$ cat config.mk
export PLATFORM = sky130hd
export DESIGN_NAME = dns_answer_min_ttl_parser
export DESIGN_NICKNAME = d
export VERILOG_FILES = /design/src/design/dnsat_pkg.sv /design/src/design/dnsat_in_reg.sv /design/src/design/dnsat_parse.sv /design/src/design/dnsat_out_reg.sv /design/src/design/dns_answer_min_ttl_parser.sv
export SDC_FILE = /design/constraint.sdc
export NUM_CORES = 1
export LEC_CHECK = 0
export ABC_AREA = 1
export BUFFER_PORTS_ARGS = -buffer_cell sky130_fd_sc_hd__buf_2
export CAP_MARGIN = 20
export CORE_AREA = 4 4 194 158
export CTS_BUF_LIST = sky130_fd_sc_hd__clkbuf_8
export CTS_CLUSTER_DIAMETER = 100
export DETAILED_ROUTE_END_ITERATION = 16
export DIE_AREA = 0 0 198 162
export SKIP_CTS_REPAIR_TIMING = 1
export SYNTH_ARGS = -nofsm -noshare
export SYNTH_HDL_FRONTEND = slang
export SYNTH_HIERARCHICAL = 1
export SYNTH_SLANG_ARGS = --single-unit
$ cat constraint.sdc
create_clock -name i_clk -period 2.7 [get_ports i_clk]
set_input_delay 0.54 -clock i_clk [delete_from_list [all_inputs] [get_ports i_clk]]
set_output_delay 0.54 -clock i_clk [all_outputs]
set_load 0.1 [all_outputs]
$ cat src/design/dnsat_pkg.sv
// Shared types and constants for the DNS answer minimum-TTL parser.
// No dependencies; imported by every module of the block.
`default_nettype none
package dnsat_pkg;

    localparam int unsigned BYTE_W = 8;
    localparam int unsigned TTL_W  = 31;
    localparam int unsigned CNT_W  = 16;
    localparam int unsigned IDX_W  = 4;

    // Header byte positions
    localparam logic [IDX_W-1:0] HDR_QD_HI = 4'd4;
    localparam logic [IDX_W-1:0] HDR_QD_LO = 4'd5;
    localparam logic [IDX_W-1:0] HDR_AN_HI = 4'd6;
    localparam logic [IDX_W-1:0] HDR_AN_LO = 4'd7;
    localparam logic [IDX_W-1:0] HDR_LAST  = 4'd11;

    // QTYPE/QCLASS block: four bytes
    localparam logic [IDX_W-1:0] QFIX_LAST = 4'd3;

    // Answer fixed block: TYPE, CLASS, TTL, RDLENGTH
    localparam logic [IDX_W-1:0] AFIX_TTL_3 = 4'd4;
    localparam logic [IDX_W-1:0] AFIX_TTL_2 = 4'd5;
    localparam logic [IDX_W-1:0] AFIX_TTL_1 = 4'd6;
    localparam logic [IDX_W-1:0] AFIX_TTL_0 = 4'd7;
    localparam logic [IDX_W-1:0] AFIX_RDL_1 = 4'd8;
    localparam logic [IDX_W-1:0] AFIX_RDL_0 = 4'd9;

    // Label type in the top two bits of a length byte
    localparam logic [1:0] LBL_NORMAL = 2'b00;
    localparam logic [1:0] LBL_PTR    = 2'b11;

    typedef enum logic [2:0] {
        PH_HEADER = 3'd0,
        PH_NAME   = 3'd1,
        PH_PTR    = 3'd2,
        PH_QFIX   = 3'd3,
        PH_AFIX   = 3'd4,
        PH_RDATA  = 3'd5,
        PH_DONE   = 3'd6,
        PH_FAIL   = 3'd7
    } t_phase;

    typedef struct packed {
        logic [BYTE_W-1:0] data_byte;
        logic              last_byte;
    } t_in_item;

    typedef struct packed {
        logic             ttl_valid;
        logic [TTL_W-1:0] min_ttl;
    } t_result;

endpackage
`default_nettype wire

$ cat src/design/dnsat_in_reg.sv
// Input register stage for the DNS minimum-TTL parser.
// Depends on dnsat_pkg.
`default_nettype none
module dnsat_in_reg
    import dnsat_pkg::*;
(
    input  wire logic              i_clk,
    input  wire logic              i_rst_n,
    input  wire logic              i_valid,
    output logic                   o_ready,
    input  wire t_in_item          i_item,
    input  wire logic              i_advance,
    output logic                   o_valid,
    output t_in_item               o_item
);

    logic     r_valid;
    t_in_item r_item;

    // Refill when empty or whenever the held item moves on in the same cycle
    assign o_ready = !r_valid || i_advance;

    always_ff @(posedge i_clk) begin
        if (!i_rst_n) begin
            r_valid <= 1'b0;
        end else if (i_valid && o_ready) begin
            r_valid <= 1'b1;
        end else if (i_advance) begin
            r_valid <= 1'b0;
        end
    end

    always_ff @(posedge i_clk) begin
        if (i_valid && o_ready) begin
            r_item <= i_item;
        end
    end

    assign o_valid = r_valid;
    assign o_item  = r_item;

endmodule
`default_nettype wire

$ cat src/design/dnsat_parse.sv
// Per-byte DNS message walker: header, questions, answers, TTL minimum.
// Depends on dnsat_pkg.
`default_nettype none
module dnsat_parse
    import dnsat_pkg::*;
(
    input  wire logic     i_clk,
    input  wire logic     i_rst_n,
    input  wire logic     i_step,
    input  wire t_in_item i_item,
    output t_result       o_res
);

    t_phase            r_phase,          n_phase;
    logic [IDX_W-1:0]  r_header_count,   n_header_count;
    logic [CNT_W-1:0]  r_questions_left, n_questions_left;
    logic [CNT_W-1:0]  r_answers_left,   n_answers_left;
    logic [CNT_W-1:0]  r_skip_left,      n_skip_left;
    logic [IDX_W-1:0]  r_field_count,    n_field_count;
    logic [TTL_W-1:0]  r_ttl_gather,     n_ttl_gather;
    logic [TTL_W-1:0]  r_lowest_ttl,     n_lowest_ttl;
    logic              r_lowest_seen,    n_lowest_seen;

    logic [BYTE_W-1:0] b;
    logic [CNT_W-1:0]  skip_dec;
    logic              done_ok;

    assign b        = i_item.data_byte;
    assign skip_dec = r_skip_left - CNT_W'(1);

    always_comb begin
        n_phase          = r_phase;
        n_header_count   = r_header_count;
        n_questions_left = r_questions_left;
        n_answers_left   = r_answers_left;
        n_skip_left      = r_skip_left;
        n_field_count    = r_field_count;
        n_ttl_gather     = r_ttl_gather;
        n_lowest_ttl     = r_lowest_ttl;
        n_lowest_seen    = r_lowest_seen;

        case (r_phase)
            PH_HEADER: begin
                case (r_header_count)
                    HDR_QD_HI: n_questions_left = {b, 8'h00};
                    HDR_QD_LO: n_questions_left = {r_questions_left[CNT_W-1:BYTE_W], b};
                    HDR_AN_HI: n_answers_left   = {b, 8'h00};
                    HDR_AN_LO: n_answers_left   = {r_answers_left[CNT_W-1:BYTE_W], b};
                    default: ;
                endcase
                if (r_header_count == HDR_LAST) begin
                    n_phase     = (r_answers_left == '0) ? PH_FAIL : PH_NAME;
                    n_skip_left = '0;
                end
                n_header_count = r_header_count + IDX_W'(1);
            end
            PH_NAME: begin
                if (r_skip_left != '0) begin
                    n_skip_left = skip_dec;
                end else if (b[7:6] == LBL_PTR) begin
                    n_phase = PH_PTR;
                end else if (b == '0) begin
                    n_field_count = '0;
                    n_phase = (r_questions_left != '0) ? PH_QFIX : PH_AFIX;
                end else if (b[7:6] != LBL_NORMAL) begin
                    n_phase = PH_FAIL;
                end else begin
                    n_skip_left = {8'h00, b};
                end
            end
            PH_PTR: begin
                // Second pointer byte ends the name; the target is not followed
                n_field_count = '0;
                n_phase = (r_questions_left != '0) ? PH_QFIX : PH_AFIX;
            end
            PH_QFIX: begin
                if (r_field_count == QFIX_LAST) begin
                    n_questions_left = r_questions_left - CNT_W'(1);
                    n_skip_left      = '0;
                    n_phase          = PH_NAME;
                end
                n_field_count = r_field_count + IDX_W'(1);
            end
            PH_AFIX: begin
                case (r_field_count)
                    AFIX_TTL_3: n_ttl_gather = {b[6:0], 24'h000000};
                    AFIX_TTL_2: n_ttl_gather[23:16] = b;
                    AFIX_TTL_1: n_ttl_gather[15:8]  = b;
                    AFIX_TTL_0: n_ttl_gather[7:0]   = b;
                    AFIX_RDL_1: n_skip_left = {b, 8'h00};
                    AFIX_RDL_0: begin
                        n_skip_left = {r_skip_left[CNT_W-1:BYTE_W], b};
                        if (!r_lowest_seen || (r_ttl_gather < r_lowest_ttl)) begin
                            n_lowest_ttl  = r_ttl_gather;
                            n_lowest_seen = 1'b1;
                        end
                        n_answers_left = r_answers_left - CNT_W'(1);
                        if ({r_skip_left[CNT_W-1:BYTE_W], b} == '0) begin
                            n_phase = (n_answers_left == '0) ? PH_DONE : PH_NAME;
                        end else begin
                            n_phase = PH_RDATA;
                        end
                    end
                    default: ;
                endcase
                n_field_count = r_field_count + IDX_W'(1);
            end
            PH_RDATA: begin
                n_skip_left = skip_dec;
                if (skip_dec == '0) begin
                    n_phase = (r_answers_left == '0) ? PH_DONE : PH_NAME;
                end
            end
            default: ;
        endcase
    end

    // Result seen on the final byte, taken from the updated state
    assign done_ok         = (n_phase == PH_DONE) && n_lowest_seen;
    assign o_res.ttl_valid = done_ok;
    assign o_res.min_ttl   = done_ok ? n_lowest_ttl : '0;

    always_ff @(posedge i_clk) begin
        if (!i_rst_n || (i_step && i_item.last_byte)) begin
            r_phase          <= PH_HEADER;
            r_header_count   <= '0;
            r_questions_left <= '0;
            r_answers_left   <= '0;
            r_skip_left      <= '0;
            r_field_count    <= '0;
            r_ttl_gather     <= '0;
            r_lowest_ttl     <= '0;
            r_lowest_seen    <= 1'b0;
        end else if (i_step) begin
            r_phase          <= n_phase;
            r_header_count   <= n_header_count;
            r_questions_left <= n_questions_left;
            r_answers_left   <= n_answers_left;
            r_skip_left      <= n_skip_left;
            r_field_count    <= n_field_count;
            r_ttl_gather     <= n_ttl_gather;
            r_lowest_ttl     <= n_lowest_ttl;
            r_lowest_seen    <= n_lowest_seen;
        end
    end

`ifndef SYNTHESIS
    a_rdata_nonzero: assert property (@(posedge i_clk) disable iff (!i_rst_n)
        (r_phase == PH_RDATA) |-> (r_skip_left != '0))
        else $error("RDATA phase with nothing left to skip");

    a_header_no_ttl: assert property (@(posedge i_clk) disable iff (!i_rst_n)
        (r_phase == PH_HEADER) |-> !r_lowest_seen)
        else $error("TTL minimum recorded while still in the header");

    a_restart_after_last: assert property (@(posedge i_clk) disable iff (!i_rst_n)
        (i_step && i_item.last_byte) |=>
            ((r_phase == PH_HEADER) && (r_header_count == '0)))
        else $error("parser did not restart after the final byte");
`endif

endmodule
`default_nettype wire

$ cat src/design/dnsat_out_reg.sv
// Result register driving the output stream of the minimum-TTL parser.
// Depends on dnsat_pkg.
`default_nettype none
module dnsat_out_reg
    import dnsat_pkg::*;
(
    input  wire logic    i_clk,
    input  wire logic    i_rst_n,
    input  wire logic    i_load,
    input  wire t_result i_res,
    output logic         o_free,
    output logic         o_valid,
    input  wire logic    i_ready,
    output t_result      o_res
);

    logic    r_valid;
    t_result r_res;

    // Slot can take a new result if empty or emptied this cycle
    assign o_free = !r_valid || i_ready;

    always_ff @(posedge i_clk) begin
        if (!i_rst_n) begin
            r_valid <= 1'b0;
        end else if (i_load) begin
            r_valid <= 1'b1;
        end else if (i_ready) begin
            r_valid <= 1'b0;
        end
    end

    always_ff @(posedge i_clk) begin
        if (i_load) begin
            r_res <= i_res;
        end
    end

    assign o_valid = r_valid;
    assign o_res   = r_res;

endmodule
`default_nettype wire

$ cat src/design/dns_answer_min_ttl_parser.sv
// DNS answer minimum-TTL parser, top level.
// Result path: an accepted final byte lands in the input register, and the
// parse step loads the result register from it once the result slot is free.
// Throughput: one message byte per cycle; the only stall is a final byte
// waiting while the previous result is still held on the output.
// Reset: synchronous, active low; clears both handshake stages and the parser.
`default_nettype none
module dns_answer_min_ttl_parser
    import dnsat_pkg::*;
(
    input  wire logic        i_clk,
    input  wire logic        i_rst_n,
    // Byte stream in
    input  wire logic        i_s_axis_tvalid,
    output logic             o_s_axis_tready,
    input  wire logic [7:0]  i_s_axis_tdata,   // [7:0] data_byte
    input  wire logic        i_s_axis_tlast,   // last_byte
    // Result stream out
    output logic             o_m_axis_tvalid,
    input  wire logic        i_m_axis_tready,
    output logic [31:0]      o_m_axis_tdata,   // [30:0] min_ttl, [31] zero pad
    output logic             o_m_axis_tuser    // ttl_valid
);

    t_in_item in_item;
    t_in_item held_item;
    logic     held_valid;
    logic     out_free;
    logic     advance;
    t_result  step_res;
    t_result  out_res;

    assign in_item.data_byte = i_s_axis_tdata;
    assign in_item.last_byte = i_s_axis_tlast;

    // Advance the held byte unless it is a final byte and the result slot is full
    assign advance = held_valid && (!held_item.last_byte || out_free);

    dnsat_in_reg u_in_reg (
        .i_clk     (i_clk),
        .i_rst_n   (i_rst_n),
        .i_valid   (i_s_axis_tvalid),
        .o_ready   (o_s_axis_tready),
        .i_item    (in_item),
        .i_advance (advance),
        .o_valid   (held_valid),
        .o_item    (held_item)
    );

    // Walk the message state one byte per step
    dnsat_parse u_parse (
        .i_clk   (i_clk),
        .i_rst_n (i_rst_n),
        .i_step  (advance),
        .i_item  (held_item),
        .o_res   (step_res)
    );

    // Load a result only on the final byte of a message
    dnsat_out_reg u_out_reg (
        .i_clk   (i_clk),
        .i_rst_n (i_rst_n),
        .i_load  (advance && held_item.last_byte),
        .i_res   (step_res),
        .o_free  (out_free),
        .o_valid (o_m_axis_tvalid),
        .i_ready (i_m_axis_tready),
        .o_res   (out_res)
    );

    assign o_m_axis_tdata = {1'b0, out_res.min_ttl};
    assign o_m_axis_tuser = out_res.ttl_valid;

`ifndef SYNTHESIS
    a_invalid_zero_ttl: assert property (@(posedge i_clk) disable iff (!i_rst_n)
        (o_m_axis_tvalid && !o_m_axis_tuser) |-> (o_m_axis_tdata == '0))
        else $error("invalid result carries a nonzero TTL");

    a_pad_bit_zero: assert property (@(posedge i_clk) disable iff (!i_rst_n)
        o_m_axis_tvalid |-> !o_m_axis_tdata[31])
        else $error("TTL sign bit set on output");

    a_final_byte_held: assert property (@(posedge i_clk) disable iff (!i_rst_n)
        (held_valid && held_item.last_byte && o_m_axis_tvalid && !i_m_axis_tready)
            |=> held_valid)
        else $error("final byte dropped while result slot was full");
`endif

endmodule
`default_nettype wire

After elaboration in Yosys (flattened, before gate mapping)

Cells that the tools add are included.

Multipliers: 0
Shifts and indexed selects: 0
Mux-type cells: 45
Divide/modulo/power cells: 0
Add/subtract/negate cells: 5
Bitwise logic cells: 0
Equal/unequal tests: 37
Reduce and logical (&&, ||, !) cells: 45
$lt $le $gt $ge: 1

Operators with widths:

| cell                                                                  | count |
|---|---|
| 16-bit case mux with 2 select lines                                   | 5 |
| 16-bit two-way mux                                                    | 8 |
| 31-bit two-way mux                                                    | 3 |
| 16-bit case mux with 5 select lines                                   | 1 |
| 16-bit logical NOT                                                    | 4 |
| 8-bit case mux with 2 select lines                                    | 3 |
| 16-bit by 1-bit subtractor with 16-bit output (second input constant) | 3 |
| 3-bit two-way mux                                                     | 13 |
| 4-bit by 3-bit == test with 1-bit output (second input constant)      | 8 |
| 16-bit nonzero test                                                   | 2 |
| 31-bit < comparator                                                   | 1 |
| 3-bit case mux with 6 select lines                                    | 1 |
| 2-bit != test (second input constant)                                 | 8 |
| 2-bit nonzero test                                                    | 8 |
| 5-bit AND reduction                                                   | 3 |
| 4-bit == test (second input constant)                                 | 3 |
| 4-bit two-way mux                                                     | 3 |
| 3-bit by 2-bit != test with 1-bit output (second input constant)      | 4 |
| 4-bit case mux with 3 select lines                                    | 1 |
| 3-bit AND reduction                                                   | 4 |
| 3-bit == test (second input constant)                                 | 3 |
| 9-bit AND reduction                                                   | 1 |
| 4-bit by 1-bit adder with 4-bit output (second input constant)        | 2 |
| 8-bit logical NOT                                                     | 1 |
| other kinds (17)                                                      | 40 |

Bits in read-only memories: 0
RAM bits: 0
Bits of input ports: 13
Memories: 0
Flip-flop bits (word level): 165
Bits in latches: 0

Depth between registers and ports, before layout

Depth after elaboration: 8
Gate-level depth with buffers: 20
Depth with buffers taken out: 18

Hierarchy

The synthesis kept the hierarchy.

Modules (own cells, without submodules):

| module                    | times used | cells an instance | area an instance (µm²) | sequential area each (µm²) |
|---|---|---|---|---|
| dnsat_parse               | 1          | 1,309             | 8,609.5                | 2,442.3 |
| dnsat_out_reg             | 1          | 38                | 1,007.2                | 980.9 |
| dnsat_in_reg              | 1          | 16                | 321.6                  | 290.3 |
| dns_answer_min_ttl_parser | 1          | 7                 | 36.3                   | 0.0 |

Worst setup path after synthesis

OpenSTA, ideal clock, no wires.

Kind: register to register
From: register u_out_reg.r_valid (netlist: u_out_reg/o_valid)
To: register u_parse.r_answers_left[7]
Data required time: 2.605 ns
Slack: 0.259 ns
Data arrival time: 2.346 ns
Stages on the path, launching flop included: 13
Cell sequence: dfxtp_1 -> nand2_2 -> inv_1 -> a21oi_2 -> inv_2 -> nor2_1 -> inv_1 -> nand2_1 -> o21ai_1 -> nand2_1 -> inv_2 -> a31oi_1 -> a221oi_1

Cells in the longest elaborated chain, start to end: 6
Elaborated cells on any way between the ends: 7

Ends and longest elaborated chain:

| item                     | line                            | RTL |
|---|---|---|
| start: declaration       | dnsat_out_reg.sv:17             | `logic r_valid;` |
| start signal: assignment | dnsat_out_reg.sv:25             | `r_valid <= 1'b0;` |
| start signal: assignment | dnsat_out_reg.sv:27             | `r_valid <= 1'b1;` |
| start signal: assignment | dnsat_out_reg.sv:29             | `r_valid <= 1'b0;` |
| 1-bit logical NOT (*)    | dnsat_out_reg.sv:21             | `assign o_free = !r_valid \|\| i_ready;` |
| 1-bit logical OR (*)     | dnsat_out_reg.sv:21             |  |
| net out_free             | dns_answer_min_ttl_parser.sv:28 | `logic out_free;` |
| 1-bit logical OR (*)     | dns_answer_min_ttl_parser.sv:37 | `assign advance = held_valid && (!held_item.last_byte \|\| out_free);` |
| 1-bit logical AND (*)    | dns_answer_min_ttl_parser.sv:37 |  |
| net advance              | dns_answer_min_ttl_parser.sv:29 | `logic advance;` |
| 1-bit logical AND        | dnsat_parse.sv:124              | `if (!i_rst_n \|\| (i_step && i_item.last_byte)) begin` |
| 1-bit logical OR         | dnsat_parse.sv:124              |  |
| end signal: assignment   | dnsat_parse.sv:138              | `r_answers_left <= n_answers_left;` |
| end: declaration         | dnsat_parse.sv:17               | `logic [CNT_W-1:0] r_answers_left, n_answers_left;` |

Mark *: on every way through the listed nets, which the timed path passes. The rest lies on a longest branch.
A chain may end at the register's enable or synchronous reset.

Worst setup path in the final report

From: register u_in_reg.r_item, in the netlist u_in_reg/o_item[7]
To: register u_out_reg.r_res, in the netlist u_out_reg/o_res[0] (data pin)

Cells in the longest elaborated chain, start to end: 8
Elaborated cells on any way between the ends: 13

Ends and longest elaborated chain:

| item                                   | line                | RTL |
|---|---|---|
| start: declaration                     | dnsat_in_reg.sv:18  | `t_in_item r_item;` |
| start signal: assignment               | dnsat_in_reg.sv:35  | `r_item <= i_item;` |
| 2-bit nonzero test                     | dnsat_parse.sv:65   | `end else if (b[7:6] != LBL_NORMAL) begin` |
| 3-bit two-way mux                      | dnsat_parse.sv:65   |  |
| 3-bit two-way mux                      | dnsat_parse.sv:62   | `end else if (b == '0) begin` |
| 3-bit two-way mux                      | dnsat_parse.sv:60   | `end else if (b[7:6] == LBL_PTR) begin` |
| 3-bit two-way mux                      | dnsat_parse.sv:58   | `if (r_skip_left != '0) begin` |
| 3-bit case mux with 6 select lines (*) | dnsat_parse.sv:42   | `case (r_phase)` |
| 3-bit == test (*)                      | dnsat_parse.sv:119  | `assign done_ok = (n_phase == PH_DONE) && n_lowest_seen;` |
| 1-bit logical AND (*)                  | dnsat_parse.sv:119  |  |
| end signal: assignment                 | dnsat_out_reg.sv:35 | `r_res <= i_res;` |
| end: declaration                       | dnsat_out_reg.sv:18 | `t_result r_res;` |

Every way passes the cells marked *; elsewhere a longest branch is shown, timed or not.

==> results.sh <==
export IMPL_outcome="completed"
export IMPL_power_static_leakage_nw=4.90
export IMPL_synth_area_um2=9970
export IMPL_timing_critical_path_arrival_ns=2.76
export IMPL_detailedRoute_firstIterationViolations=801
export IMPL_cp_max_fo=11
export IMPL_pwr_density_cell_nw_per_um2=506
export IMPL_layout_core_utilization=0.392
export IMPL_synth_largest_type_area_fraction=0.249
export IMPL_critical_path_reg2reg_startpoint="u_in_reg/o_item[7]$_DFFE_PP_"
export IMPL_crit_type="flip-flop to flip-flop"
export IMPL_track_usage=0.163
export IMPL_placeableCoreArea_um2=28900
export IMPL_syn_nets=1426
export IMPL_core_rowCount=56
export IMPL_max_clock_path_buffers=2
export IMPL_post_synth_main_area_contributors="dfxtp_1 (25%), edfxtp_1 (12%), nand2_1 (9.7%), inv_1 (6.8%), nand3_1 (6.0%)"
export IMPL_hpwl_um=19000
export IMPL_crit_top_cell="nand2_1"
export IMPL_initial_core_util=0.346
export IMPL_drc_errors=0
export IMPL_synth_cell_type_count=52
export IMPL_cts_root_buffer="clkbuf_8"
export IMPL_grt_setup_unrepaired="no"
export IMPL_max_cap_viol_count=0
export IMPL_routed_wl_um=26600
export IMPL_total_placed_cells_including_tap_cells=1785
export IMPL_total_power_mw=5.73
export IMPL_grt_max_degree=66
export IMPL_synth_ff_type="dfxtp_1"
export IMPL_path_cells="nor2_1 > nand4_1 > nor4_1 > nand2_1 > nand2_1 > nand3_1 > nand2_1 > nor2_4 > nand2_4 > buf_12 > nor2_1"
export IMPL_syn_area_per_cell_um2=7.28
export IMPL_min_delay_path_class="input port to flip-flop"
export IMPL_setup_violators_final=0
export IMPL_clkSlewWorstSetupHoldPaths_ns=0.09
export IMPL_synth_top_area_cell="dfxtp_1"
export IMPL_maxSlewHeadroom=0.612
export IMPL_hold_viol_final=0
export IMPL_initial_antenna_violation_count=0
export IMPL_maxClockFrequency_mhz=395
export IMPL_final_period_minus_worst_setup_slack_ns=2.53
export IMPL_grt_pass1_wl_um=42700
export IMPL_drt_pass1_iterations=6
export IMPL_num_nets_final=1484
export IMPL_number_of_slew_limit_violations_in_the_final_report=0
export IMPL_proportion_of_synthesized_flip_flops_having_asynchronous_set_or_reset=0
export IMPL_whs_ns=0.239
export IMPL_tightestPinTransition_ns=0.575
export IMPL_cp_startpoint="u_in_reg/o_item[7]$_DFFE_PP_"
export IMPL_drive_gt1_frac=0.160
export IMPL_floorplan_io_pins=48
export IMPL_slowest_delay_ns=0.39
export IMPL_synth_top_cells_by_count="nand2_1 (258), inv_1 (180), dfxtp_1 (124), nor2_1 (124), nand3_1 (120)"
export IMPL_chipHeight_um=162
export IMPL_post_synth_edffs=41
export IMPL_finalCritPeriodShare=0.937
export IMPL_cts_sink_count=165
export IMPL_post_drt_wl_per_cell_um=14.6
export IMPL_sequential_fraction_of_the_synthesis_area=0.372
export IMPL_die_width_um=198
export IMPL_antennaDiodeCount=0
export IMPL_grt_ovfl_total=0
export IMPL_worstHoldStart="i_s_axis_tdata[3]"
export IMPL_finalNonFillerCells=1818
export IMPL_gp_congestion=0.908
export IMPL_area_delta_synth_final_pct=13.6
export IMPL_detail_route_antenna_nets=0
export IMPL_ir_drop_mv=0.255
export IMPL_route_vias_total=9213
export IMPL_setup_tns_final_ns=0
export IMPL_yosys_cell_count_top_type="nand2_1"
export IMPL_startpoint_class="flip-flop"
export IMPL_synthCells=1370
export IMPL_tritoncts="done"
export IMPL_synth_seq_cells=165
export IMPL_clock_h_tree_levels=4
export IMPL_ys_warnings_count=6
export IMPL_clock_insertion_delay_worst_skew_ns=0.48
export IMPL_fin_skew_ns=0.0237
export IMPL_die_area_um2=32100
export IMPL_endpoint_kind="flip-flop"
export IMPL_first_global_vias=8225
export IMPL_viasPerCell=5.07
export IMPL_cell_with_the_largest_stage_delay_on_the_worst_path="edfxtp_1"
export IMPL_i_o_buffers=46
export IMPL_numCtsBuffers=17
export IMPL_critical_path_data_required_time_ns=2.93
## flip-flops by register name, summed over array words and instances (netlist names)
register                  flops
u_out_reg/o_res              32
u_parse/r_lowest_ttl         31
u_parse/r_ttl_gather         31
u_parse/r_answers_left       16
u_parse/r_questions_left     16
u_parse/r_skip_left          16
u_in_reg/o_item               9
u_parse/r_field_count         4
u_parse/r_header_count        4
u_parse/r_phase               3
u_in_reg/o_valid              1
u_out_reg/o_valid             1
u_parse/r_lowest_seen         1
## per-stage QoR
stage / cell area (µm²) / worst slack (ns)
floorplan: 9970 / 0.259
global placement: 10800 / 0.162
detailed placement: 10800 / 0.0989
CTS: 11200 / 0.0924
global route: 11300 / 0.00388
finish: 11300 / 0.171
## power by group
part           leakage (nW)  switching (mW)  internal (mW)
logic                  3.29           0.816          0.345
registers              1.40          0.0621           2.61
clock network         0.215           0.975          0.923
## path summary, 6_finish.rpt
kind,to,slack (ns),cells past startpoint
worst min-delay path,u_in_reg/o_item[4]$_DFFE_PP_,0.24,1
worst max register to register,u_out_reg/o_res[0]$_DFFE_PP_,0.17,11
worst max-delay path,u_out_reg/o_res[0]$_DFFE_PP_,0.17,11
worst min register to register,u_parse/r_header_count[3]$_SDFFE_PP0P_,0.49,1
## critical path: cells and delay by family (launching register included)
family	cells	cell delay [ns]
buffers and inverters	1	0.19
flip-flops	1	0.39
AND/OR/NAND/NOR	10	1.69
## kinds of logic (layout without fill, tap and decap cells)
kind of cell	Yosys count	count (layout)	synth area share
and+or+nand+nor	638	638	0.310
AOI/OAI and AO/OA	259	259	0.151
buffers and inverters	254	325	0.102
DFF	165	165	0.372
adders and majority gates	43	43	0.0539
xor gates and xnor gates	10	10	0.00953
other	1	1	0.000376
## metal layers
metal  part of all wire  up-vias  track usage
met2               0.41      277        0.226
met5                  0        -            0
met1               0.52     4268        0.259
met4             0.0096        0       0.0388
li1                   -     4648            -
met3              0.065       20       0.0305
## placed cells by master (no fill, tap or decap), types with 3 or more instances in the layout
cell      instances
a211oi_1          5
o22ai_1          13
a21oi_1         105
nand3b_1          3
a311oi_1          3
nand3_2           3
xnor2_1           3
nand4_1          15
a22oi_1          22
nand3_1         117
buf_12            5
ha_1             41
a21oi_2           3
nor2_2           15
inv_2            23
dfxtp_1         124
buf_4            37
o211ai_1          4
inv_1           180
nand2_2          10
clkbuf_8         21
o32ai_1           3
o21ai_1           9
nand2_1         254
o21ai_0          57
nor4_1            4
nor3_2            3
a221oi_1          4
xor2_1            4
edfxtp_1         41
nor3_1           16
a31oi_1          22
nor2_4           35
and2_1           32
nor2_1          122
buf_2            45
## final cells by class
cell class	count	area, µm²
Clock buffer	21	289
Clock inverter	11	120
Fill cell	3028	17500
Inverter	203	762
Multi-Input combinational cell	951	5320
Sequential cell	165	3710
Tap cell	377	472
Timing Repair Buffer	90	651
No activity file was read; power rests on OpenSTA's default activity.
